**src/rtl/core/rvdec_pkg.sv**
```systemverilog
// Shared types, codes and helpers for the RV32I instruction decoder.
// No dependencies.
package rvdec_pkg;

	typedef enum logic [6:0] {
		OPC_LOAD   = 7'h03,
		OPC_FENCE  = 7'h0F,
		OPC_OPIMM  = 7'h13,
		OPC_AUIPC  = 7'h17,
		OPC_STORE  = 7'h23,
		OPC_OP     = 7'h33,
		OPC_LUI    = 7'h37,
		OPC_BRANCH = 7'h63,
		OPC_JALR   = 7'h67,
		OPC_JAL    = 7'h6F,
		OPC_SYSTEM = 7'h73
	} opcode_t;

	typedef enum logic [3:0] {
		CLS_INVALID = 4'd0,
		CLS_LOAD    = 4'd1,
		CLS_STORE   = 4'd2,
		CLS_BRANCH  = 4'd3,
		CLS_JALR    = 4'd4,
		CLS_JAL     = 4'd5,
		CLS_OPIMM   = 4'd6,
		CLS_OP      = 4'd7,
		CLS_LUI     = 4'd8,
		CLS_AUIPC   = 4'd9,
		CLS_SYSTEM  = 4'd10,
		CLS_FENCE   = 4'd11
	} op_class_t;

	typedef enum logic [2:0] {
		FMT_NONE = 3'd0,
		FMT_R    = 3'd1,
		FMT_I    = 3'd2,
		FMT_S    = 3'd3,
		FMT_B    = 3'd4,
		FMT_U    = 3'd5,
		FMT_J    = 3'd6
	} instr_format_t;

	typedef enum logic [3:0] {
		ALU_ADD   = 4'd0,
		ALU_SUB   = 4'd1,
		ALU_SLL   = 4'd2,
		ALU_SLT   = 4'd3,
		ALU_SLTU  = 4'd4,
		ALU_XOR   = 4'd5,
		ALU_SRL   = 4'd6,
		ALU_SRA   = 4'd7,
		ALU_OR    = 4'd8,
		ALU_AND   = 4'd9,
		ALU_PASSB = 4'd10
	} alu_op_t;

	typedef enum logic [1:0] {
		SIZE_NONE = 2'd0,
		SIZE_BYTE = 2'd1,
		SIZE_HALF = 2'd2,
		SIZE_WORD = 2'd3
	} access_size_t;

	// control flag bit positions
	localparam int unsigned FLAG_W       = 12;
	localparam int unsigned FL_REGWRITE  = 0;
	localparam int unsigned FL_MEMREAD   = 1;
	localparam int unsigned FL_MEMWRITE  = 2;
	localparam int unsigned FL_MEMTOREG  = 3;
	localparam int unsigned FL_ALUSRC    = 4;
	localparam int unsigned FL_BRANCH    = 5;
	localparam int unsigned FL_JUMP      = 6;
	localparam int unsigned FL_JALR      = 7;
	localparam int unsigned FL_LUI       = 8;
	localparam int unsigned FL_AUIPC     = 9;
	localparam int unsigned FL_ECALL     = 10;
	localparam int unsigned FL_MEMSIGNED = 11;

	localparam logic [6:0] FUNCT7_ALT = 7'h20;

	typedef struct packed {
		logic          is_valid;
		op_class_t     op_class;
		instr_format_t instr_format;
		logic [4:0]    dest_reg;
		logic [4:0]    src_reg_a;
		logic [4:0]    src_reg_b;
		logic [2:0]    minor_op;
		logic [6:0]    major_variant;
		logic [31:0]   immediate;
		alu_op_t       alu_operation;
		access_size_t  access_size;
		logic [FLAG_W-1:0] control_flags;
	} dec_result_t;

	function automatic logic [31:0] imm_i(input logic [31:0] w);
		return {{20{w[31]}}, w[31:20]};
	endfunction

	function automatic logic [31:0] imm_s(input logic [31:0] w);
		return {{20{w[31]}}, w[31:25], w[11:7]};
	endfunction

	function automatic logic [31:0] imm_b(input logic [31:0] w);
		return {{19{w[31]}}, w[31], w[7], w[30:25], w[11:8], 1'b0};
	endfunction

	function automatic logic [31:0] imm_u(input logic [31:0] w);
		return {w[31:12], 12'h000};
	endfunction

	function automatic logic [31:0] imm_j(input logic [31:0] w);
		return {{11{w[31]}}, w[31], w[19:12], w[20], w[30:21], 1'b0};
	endfunction

endpackage

```
**src/rtl/core/rv32i_instruction_decoder.sv**
```systemverilog
// Top level of the RV32I instruction decoder: input register, decode, result register.
// Depends on rvdec_pkg and rvdec_logic.
//
// Usage:
//  - Input channel: instruction_word with valid/ready. A request is taken on
//    a rising edge with valid and ready both high.
//  - Output channel: the decoded fields (is_valid ... control_flags) with
//    out_valid/out_ready, same handshake.
//  - Two register stages: the accepted word sits in the _s1 register, is
//    decoded combinationally, and the result is held in the _s2 register.
//    out_valid rises once the result is loaded into _s2, which happens as
//    soon as that stage can advance.
//  - Throughput: one request per cycle without back-pressure. The decode
//    stage is a single short cone of opcode/funct3 compares and immediate muxing.
//  - Stall: each stage advances whenever its downstream slot is empty or
//    being emptied, so a full pipeline with out_ready low holds two requests
//    and drops in_ready; nothing is lost or repeated. in_ready depends on
//    out_ready combinationally through the stage enables.
//  - Reset (arst_n low, asynchronous): both stage valid bits clear; the
//    payload registers are not reset. No state besides the pipeline.
module rv32i_instruction_decoder import rvdec_pkg::*; (
	input  logic        clk,
	input  logic        arst_n,
	input  logic        in_valid,
	output logic        in_ready,
	input  logic [31:0] instruction_word,
	output logic        out_valid,
	input  logic        out_ready,
	output logic        is_valid,
	output logic [3:0]  op_class,
	output logic [2:0]  instr_format,
	output logic [4:0]  dest_reg,
	output logic [4:0]  src_reg_a,
	output logic [4:0]  src_reg_b,
	output logic [2:0]  minor_op,
	output logic [6:0]  major_variant,
	output logic signed [31:0] immediate,
	output logic [3:0]  alu_operation,
	output logic [1:0]  access_size,
	output logic [11:0] control_flags
);

	logic        valid_s1;
	logic [31:0] instr_s1;
	logic        valid_s2;
	dec_result_t res_s2;
	dec_result_t dec_res;
	logic        adv_s2;
	logic        adv_s1;

	// stage 2 can load when empty or its content is leaving
	assign adv_s2   = !valid_s2 || out_ready;
	assign adv_s1   = !valid_s1 || adv_s2;
	assign in_ready = adv_s1;

	rvdec_logic u_dec (
		.instr (instr_s1),
		.res   (dec_res)
	);

	always_ff @(posedge clk or negedge arst_n) begin
		if (!arst_n) begin
			valid_s1 <= 1'b0;
			valid_s2 <= 1'b0;
		end else begin
			if (adv_s1) begin
				valid_s1 <= in_valid;
			end
			if (adv_s2) begin
				valid_s2 <= valid_s1;
			end
		end
	end

	// payload registers, no reset
	always_ff @(posedge clk) begin
		if (adv_s1 && in_valid) begin
			instr_s1 <= instruction_word;
		end
		if (adv_s2 && valid_s1) begin
			res_s2 <= dec_res;
		end
	end

	assign out_valid     = valid_s2;
	assign is_valid      = res_s2.is_valid;
	assign op_class      = res_s2.op_class;
	assign instr_format  = res_s2.instr_format;
	assign dest_reg      = res_s2.dest_reg;
	assign src_reg_a     = res_s2.src_reg_a;
	assign src_reg_b     = res_s2.src_reg_b;
	assign minor_op      = res_s2.minor_op;
	assign major_variant = res_s2.major_variant;
	assign immediate     = res_s2.immediate;
	assign alu_operation = res_s2.alu_operation;
	assign access_size   = res_s2.access_size;
	assign control_flags = res_s2.control_flags;

endmodule

```
**src/rtl/core/rvdec_logic.sv**
```systemverilog
// Combinational decode of one RV32I instruction word into fields and control.
// Depends on rvdec_pkg.
module rvdec_logic import rvdec_pkg::*; (
	input  logic [31:0]  instr,
	output dec_result_t  res
);

	logic [6:0] opc;
	logic [2:0] f3;
	logic [6:0] f7;
	logic       alt;

	assign opc = instr[6:0];
	assign f3  = instr[14:12];
	assign f7  = instr[31:25];
	assign alt = (f7 == FUNCT7_ALT);

	always_comb begin
		res               = '0;
		res.is_valid      = 1'b1;
		res.op_class      = CLS_INVALID;
		res.instr_format  = FMT_NONE;
		res.alu_operation = ALU_ADD;
		res.access_size   = SIZE_NONE;
		// raw slices regardless of class
		res.dest_reg      = instr[11:7];
		res.src_reg_a     = instr[19:15];
		res.src_reg_b     = instr[24:20];
		res.minor_op      = f3;
		res.major_variant = f7;

		unique case (opc)
			OPC_LOAD: begin
				res.op_class     = CLS_LOAD;
				res.instr_format = FMT_I;
				res.immediate    = imm_i(instr);
				res.control_flags[FL_REGWRITE] = 1'b1;
				res.control_flags[FL_MEMREAD]  = 1'b1;
				res.control_flags[FL_MEMTOREG] = 1'b1;
				res.control_flags[FL_ALUSRC]   = 1'b1;
				case (f3)
					3'd0: begin
						res.access_size = SIZE_BYTE;
						res.control_flags[FL_MEMSIGNED] = 1'b1;
					end
					3'd1: begin
						res.access_size = SIZE_HALF;
						res.control_flags[FL_MEMSIGNED] = 1'b1;
					end
					3'd2: begin
						res.access_size = SIZE_WORD;
						res.control_flags[FL_MEMSIGNED] = 1'b1;
					end
					3'd4:    res.access_size = SIZE_BYTE;
					3'd5:    res.access_size = SIZE_HALF;
					default: res.access_size = SIZE_NONE;
				endcase
			end
			OPC_STORE: begin
				res.op_class     = CLS_STORE;
				res.instr_format = FMT_S;
				res.immediate    = imm_s(instr);
				res.control_flags[FL_MEMWRITE] = 1'b1;
				res.control_flags[FL_ALUSRC]   = 1'b1;
				case (f3)
					3'd0:    res.access_size = SIZE_BYTE;
					3'd1:    res.access_size = SIZE_HALF;
					3'd2:    res.access_size = SIZE_WORD;
					default: res.access_size = SIZE_NONE;
				endcase
			end
			OPC_BRANCH: begin
				res.op_class     = CLS_BRANCH;
				res.instr_format = FMT_B;
				res.immediate    = imm_b(instr);
				res.control_flags[FL_BRANCH] = 1'b1;
				case (f3) inside
					3'd4, 3'd5: res.alu_operation = ALU_SLT;
					3'd6, 3'd7: res.alu_operation = ALU_SLTU;
					default:    res.alu_operation = ALU_SUB;
				endcase
			end
			OPC_JALR: begin
				res.op_class     = CLS_JALR;
				res.instr_format = FMT_I;
				res.immediate    = imm_i(instr);
				res.control_flags[FL_REGWRITE] = 1'b1;
				res.control_flags[FL_JALR]     = 1'b1;
				res.control_flags[FL_ALUSRC]   = 1'b1;
			end
			OPC_JAL: begin
				res.op_class     = CLS_JAL;
				res.instr_format = FMT_J;
				res.immediate    = imm_j(instr);
				res.control_flags[FL_REGWRITE] = 1'b1;
				res.control_flags[FL_JUMP]     = 1'b1;
			end
			OPC_OPIMM, OPC_OP: begin
				res.control_flags[FL_REGWRITE] = 1'b1;
				if (opc == OPC_OPIMM) begin
					res.op_class     = CLS_OPIMM;
					res.instr_format = FMT_I;
					res.immediate    = imm_i(instr);
					res.control_flags[FL_ALUSRC] = 1'b1;
				end else begin
					res.op_class     = CLS_OP;
					res.instr_format = FMT_R;
				end
				unique case (f3)
					// subtract only exists in the register form
					3'd0: res.alu_operation = (alt && opc == OPC_OP) ? ALU_SUB : ALU_ADD;
					3'd1: res.alu_operation = ALU_SLL;
					3'd2: res.alu_operation = ALU_SLT;
					3'd3: res.alu_operation = ALU_SLTU;
					3'd4: res.alu_operation = ALU_XOR;
					3'd5: res.alu_operation = alt ? ALU_SRA : ALU_SRL;
					3'd6: res.alu_operation = ALU_OR;
					default: res.alu_operation = ALU_AND;
				endcase
			end
			OPC_LUI: begin
				res.op_class      = CLS_LUI;
				res.instr_format  = FMT_U;
				res.immediate     = imm_u(instr);
				res.alu_operation = ALU_PASSB;
				res.control_flags[FL_REGWRITE] = 1'b1;
				res.control_flags[FL_LUI]      = 1'b1;
			end
			OPC_AUIPC: begin
				res.op_class     = CLS_AUIPC;
				res.instr_format = FMT_U;
				res.immediate    = imm_u(instr);
				res.control_flags[FL_REGWRITE] = 1'b1;
				res.control_flags[FL_AUIPC]    = 1'b1;
			end
			OPC_SYSTEM: begin
				res.op_class     = CLS_SYSTEM;
				res.instr_format = FMT_I;
				res.immediate    = imm_i(instr);
				res.control_flags[FL_ECALL] = (instr[31:20] == 12'h000);
			end
			OPC_FENCE: begin
				// no-op: I format but no immediate and no control
				res.op_class     = CLS_FENCE;
				res.instr_format = FMT_I;
			end
			default: begin
				res.is_valid = 1'b0;
			end
		endcase
	end

endmodule

```
**config.mk**
```make
export PLATFORM = sky130hd
export DESIGN_NAME = rv32i_instruction_decoder
export DESIGN_NICKNAME = d
export VERILOG_FILES = /design/src/rtl/core/rvdec_pkg.sv /design/src/rtl/core/rv32i_instruction_decoder.sv /design/src/rtl/core/rvdec_logic.sv
export SDC_FILE = /design/constraint.sdc
export NUM_CORES = 1
export LEC_CHECK = 0
export BUFFER_PORTS_ARGS = -buffer_cell sky130_fd_sc_hd__buf_2
export CORE_ASPECT_RATIO = 0.9
export CORE_MARGIN = 2
export CORE_UTILIZATION = 52
export DETAILED_ROUTE_END_ITERATION = 6
export MAX_ROUTING_LAYER = met4
export PLACE_DENSITY = 0.88
export SLEW_MARGIN = 20
export SYNTH_ARGS = -nofsm -noshare
export SYNTH_HDL_FRONTEND = slang
export SYNTH_SLANG_ARGS = --single-unit
```
**constraint.sdc**
```tcl
create_clock -name clk -period 3.55 [get_ports clk]
set_input_delay 0.355 -clock clk [delete_from_list [all_inputs] [get_ports clk]]
set_output_delay 0.355 -clock clk [all_outputs]
set_load 0.03 [all_outputs]
```
==> reports/summary.md <==
The routed length per instance is 17.64 um, and the wire length of the first global-routing pass is 14.67 mm. The startpoint identified for the worst hold timing path is instruction_word[24]. For the number of antenna violations at the first check in global routing, the log shows 0.

The startpoint identified for the worst register-to-register timing path is instr_s1[4]. The design draws 3.555 mW. After routing, the total negative slack on setup checks comes to 0 ns.

Source of the critical timing path: instr_s1[4]. The length of routed met2 wiring came out at 4.572 mm. The pre-antenna-repair detailed-routing pass consisted of 5 iterations.

Clock-pin slew was measured on the worst setup and hold paths at 0.06 ns. Counting every instance in the synthesized netlist gives 290. The critical path is of the flip-flop to flip-flop type. The overall routed net length is 9.664 mm, and the area of the die is 9486 um^2. The tools report the startpoint type of the worst setup path as a flip-flop. The static leakage is 2.285 nW. For the worst-skew pair, the clock arrives at the later sink with an insertion delay of 0.50 ns. The Yosys step of the flow raised 0 warnings. In the routed layout, each cell is associated on average with a via count of 5.383. The logs give 50 for the number of unique standard cell types used by synthesis and 0 for the setup-violating endpoint count in the final report. The run gives 0.5318 as the initial cell density of the core. In the synthesized netlist the dominant register cell turns out to be edfxtp_1.

The number of clock buffers added by TritonCTS is 17. The tools report the number of global-route vias before repair as 2894. In this run the count of I/O pins placed on the die edge is 121.

The normalized max-slew margin was 0.3098; the areal power density over the cells was 614.4 nW/um^2. The tools report the CTS H-tree depth as 4. The internal power is 2.636 mW, and the total of flip-flops plus latches after synthesis is 116. The number of nets handed over by synthesis was 326. Entering global routing, the biggest net connects 83 pins.

The clock period could shrink to 2.480 ns. For the final-stage net count, the log shows 452. Via count of the routed design: 2950.

Across the routed clock network, the largest skew measured is 0.005451 ns. The share of total power consumed by net switching was 0.2584. The tools report the required arrival time at the worst endpoint as 3.88 ns.

The combinational group share of total power came out at 0.096. The repair_antennas step left the layout with diodes totalling 0. The logs give 0.471 for the proportion of power drawn by flip-flops and latches and 2 for the number of buffers on the longest clock path. In the routed design, unresolved DRC markers number 0. The count of cells along the worst hold path works out to 1. The detail route stage leaves a number of antenna-violating nets equal to 0. The logs give 116 for the number of clock sinks and 2.81 ns for the signal arrival time at the worst endpoint.

In this run the critical register-to-register path is captured at immediate[21]. From bottom edge to top edge, the die measures 92.60 um. The run finished with clean final reports.

The number of cells on the worst reg-to-reg path is 4. The count of input and output buffers was 120; the total of max-cap violations was 0. Routability-driven placement finished with a final weighted congestion of 0.9084. After global routing the overflow that remains totals 0. TritonCTS built the clock tree. The number of violations reported at the end of detailed-routing iteration 0 was 192; the signed area change from the synthesized netlist to the final layout was 27.56%.

The kind of path behind the tightest hold check is primary input to flip-flop. The cell row count is 32, and the cell area after synthesis is 4536 um^2. The fraction of registers with async set/reset was 0.01724; the switching power summed over all nets was 0.9183 mW.

Summed over all nets, the half-perimeter wirelength after detailed placement is 6.407 mm. The run gives 0 as the number of pins with negative max-slew slack in the final report. The number of hold violations in the final report is 0, and the actual transition at the worst max-transition pin is 1.035 ns.

From left edge to right edge, the die measures 102.4 um. The tools report the endpoint of the worst hold-timing path as instr_s1[24]. The floorplan step defined a core boundary enclosing 8528 um^2. Timing would allow up to 0.4033 GHz. Detailed routing placed a total of 776 um of wire on met3.

Part of the Yosys area used for sequential elements: 0.7658. Clock tree synthesis selected as its root buffer the cell clkbuf_8. The register-to-register setup slack came out at 1.07 ns. The worst-case IR drop observed on VDD is 0.4143 mV. Yosys mapped a number of flops with a built-in enable equal to 114.

Averaged over all synthesized cells, the footprint is 15.64 um^2. The detailed router put a total of 4.196 mm of wire on met1. The clock group share of total power is 0.432.

The buffer count from post-CTS setup fixing was 0; the final hold slack was 0.01953 ns. Setup repair after global routing left no endpoint under its margin. The proportion of layout cells with a drive suffix above 1 was 0.3823. The highest layer touched by signal routing is met4. Along the worst path, the maximum fanout reaches 16. The total global routing track utilization is 0.2179. The tools report the nature of the critical path endpoint as a flip-flop. The ratio of final minimum period to clock period is 0.6985.
critical path, stage by stage (launching register included):
cell,delay (ns)
edfxtp_1,0.68
or3b_1,0.54
nor2_1,0.80
nand2_1,0.14
o21ai_0,0.14
repair_timing:
item	4_1_cts	5_1_grt
endpoints found under the setup margin	0	0
hold buffers	1	1
hold endpoints to repair	2	1
gates resized for setup	0	0
cell usage after synthesis (3+ instances only):
cell / instances / area [um^2]
a21oi_1: 13 / 65.06
o21ai_1: 3 / 15.01
nand4_1: 3 / 18.77
nand2b_1: 4 / 25.02
nor2_1: 7 / 26.28
nor3_2: 4 / 40.04
nor3b_1: 7 / 52.55
buf_2: 8 / 40.04
edfxtp_1: 114 / 3423
nand2_1: 23 / 86.33
nor3_1: 4 / 20.02
clkbuf_1: 6 / 22.52
inv_1: 6 / 22.52
o21ai_0: 15 / 75.07
and2_1: 5 / 31.28
a21o_1: 9 / 67.56
nand3_1: 3 / 15.01
a22oi_1: 3 / 22.52
and3_1: 3 / 18.77
o22ai_1: 3 / 18.77
a22o_1: 5 / 43.79
nor2b_1: 3 / 18.77
cell families after synthesis:
| logic type | count (synthesis) | share of synthesized area |
|---|---|---|
| flip-flops | 116 | 0.7658 |
| AND/OR/NAND/NOR | 82 | 0.1037 |
| AO/OA/AOI/OAI | 66 | 0.1001 |
| buffers and inverters | 22 | 0.02207 |
| XOR/XNOR | 2 | 0.003863 |
| multiplexers | 2 | 0.004414 |
per-stage QoR:
stage | util | setup WS, ns | area [um^2] | std cells
6_report | 0.6784 | 1.070 | 5786 | 548
2_1_floorplan | - | 0.5589 | 4536 | 290
3_5_place_dp | 0.6118 | 1.148 | 5218 | 514
4_1_cts | 0.6772 | 1.133 | 5776 | 547
3_3_place_gp | 0.6118 | 1.184 | 5218 | 514
5_1_grt | 0.6784 | 0.9322 | 5786 | 548
layout by cell type (no fill, tap or decap), types with 5 or more instances in the layout:
cell and count:
buf_2 120, edfxtp_1 114, nand2_1 23, clkbuf_16 16, o21ai_0 15, a21oi_1 13
a21o_1 9, nor2_1 7, nor3b_1 7, inv_1 6, a22o_1 5, clkinvlp_4 5
how the worst max path moves through the flow:
stage               slack (ns)              to
detailed placement        1.15   immediate[21]
CTS                       1.13   immediate[21]
global placement          1.18   immediate[29]
finish                    1.07   immediate[21]
floorplan                 0.56  access_size[0]
global route              0.93   immediate[29]
layer usage:
| metal | global-route usage | vias to the layer above |
|---|---|---|
| met5 | - | - |
| met3 | 0.06717 | 11 |
| li1 | - | 1378 |
| met1 | 0.2968 | 1419 |
| met4 | 0.07333 | 0 |
| met2 | 0.3154 | 142 |
power groups by stage:
stage / clock [mW] / sequential [mW] / combinational, mW
after global routing: 1.62 / 1.69 / 0.366
after detailed placement: 0 / 1.70 / 0.343
after floorplan: 0 / 1.82 / 0.113
final: 1.54 / 1.67 / 0.343
after global placement: 0 / 1.70 / 0.339
after CTS: 1.56 / 1.67 / 0.344
final cells by class:
type / count / area, um^2
clock buffers: 17 / 414.1
clock inverters: 15 / 133.9
fillers: 598 / 2743
inverters: 6 / 22.52
multi-input cells: 152 / 964.7
flip-flops and latches: 116 / 3473
well taps: 119 / 148.9
repair buffers: 123 / 628.1
No activity file was read; power rests on OpenSTA's default activity.
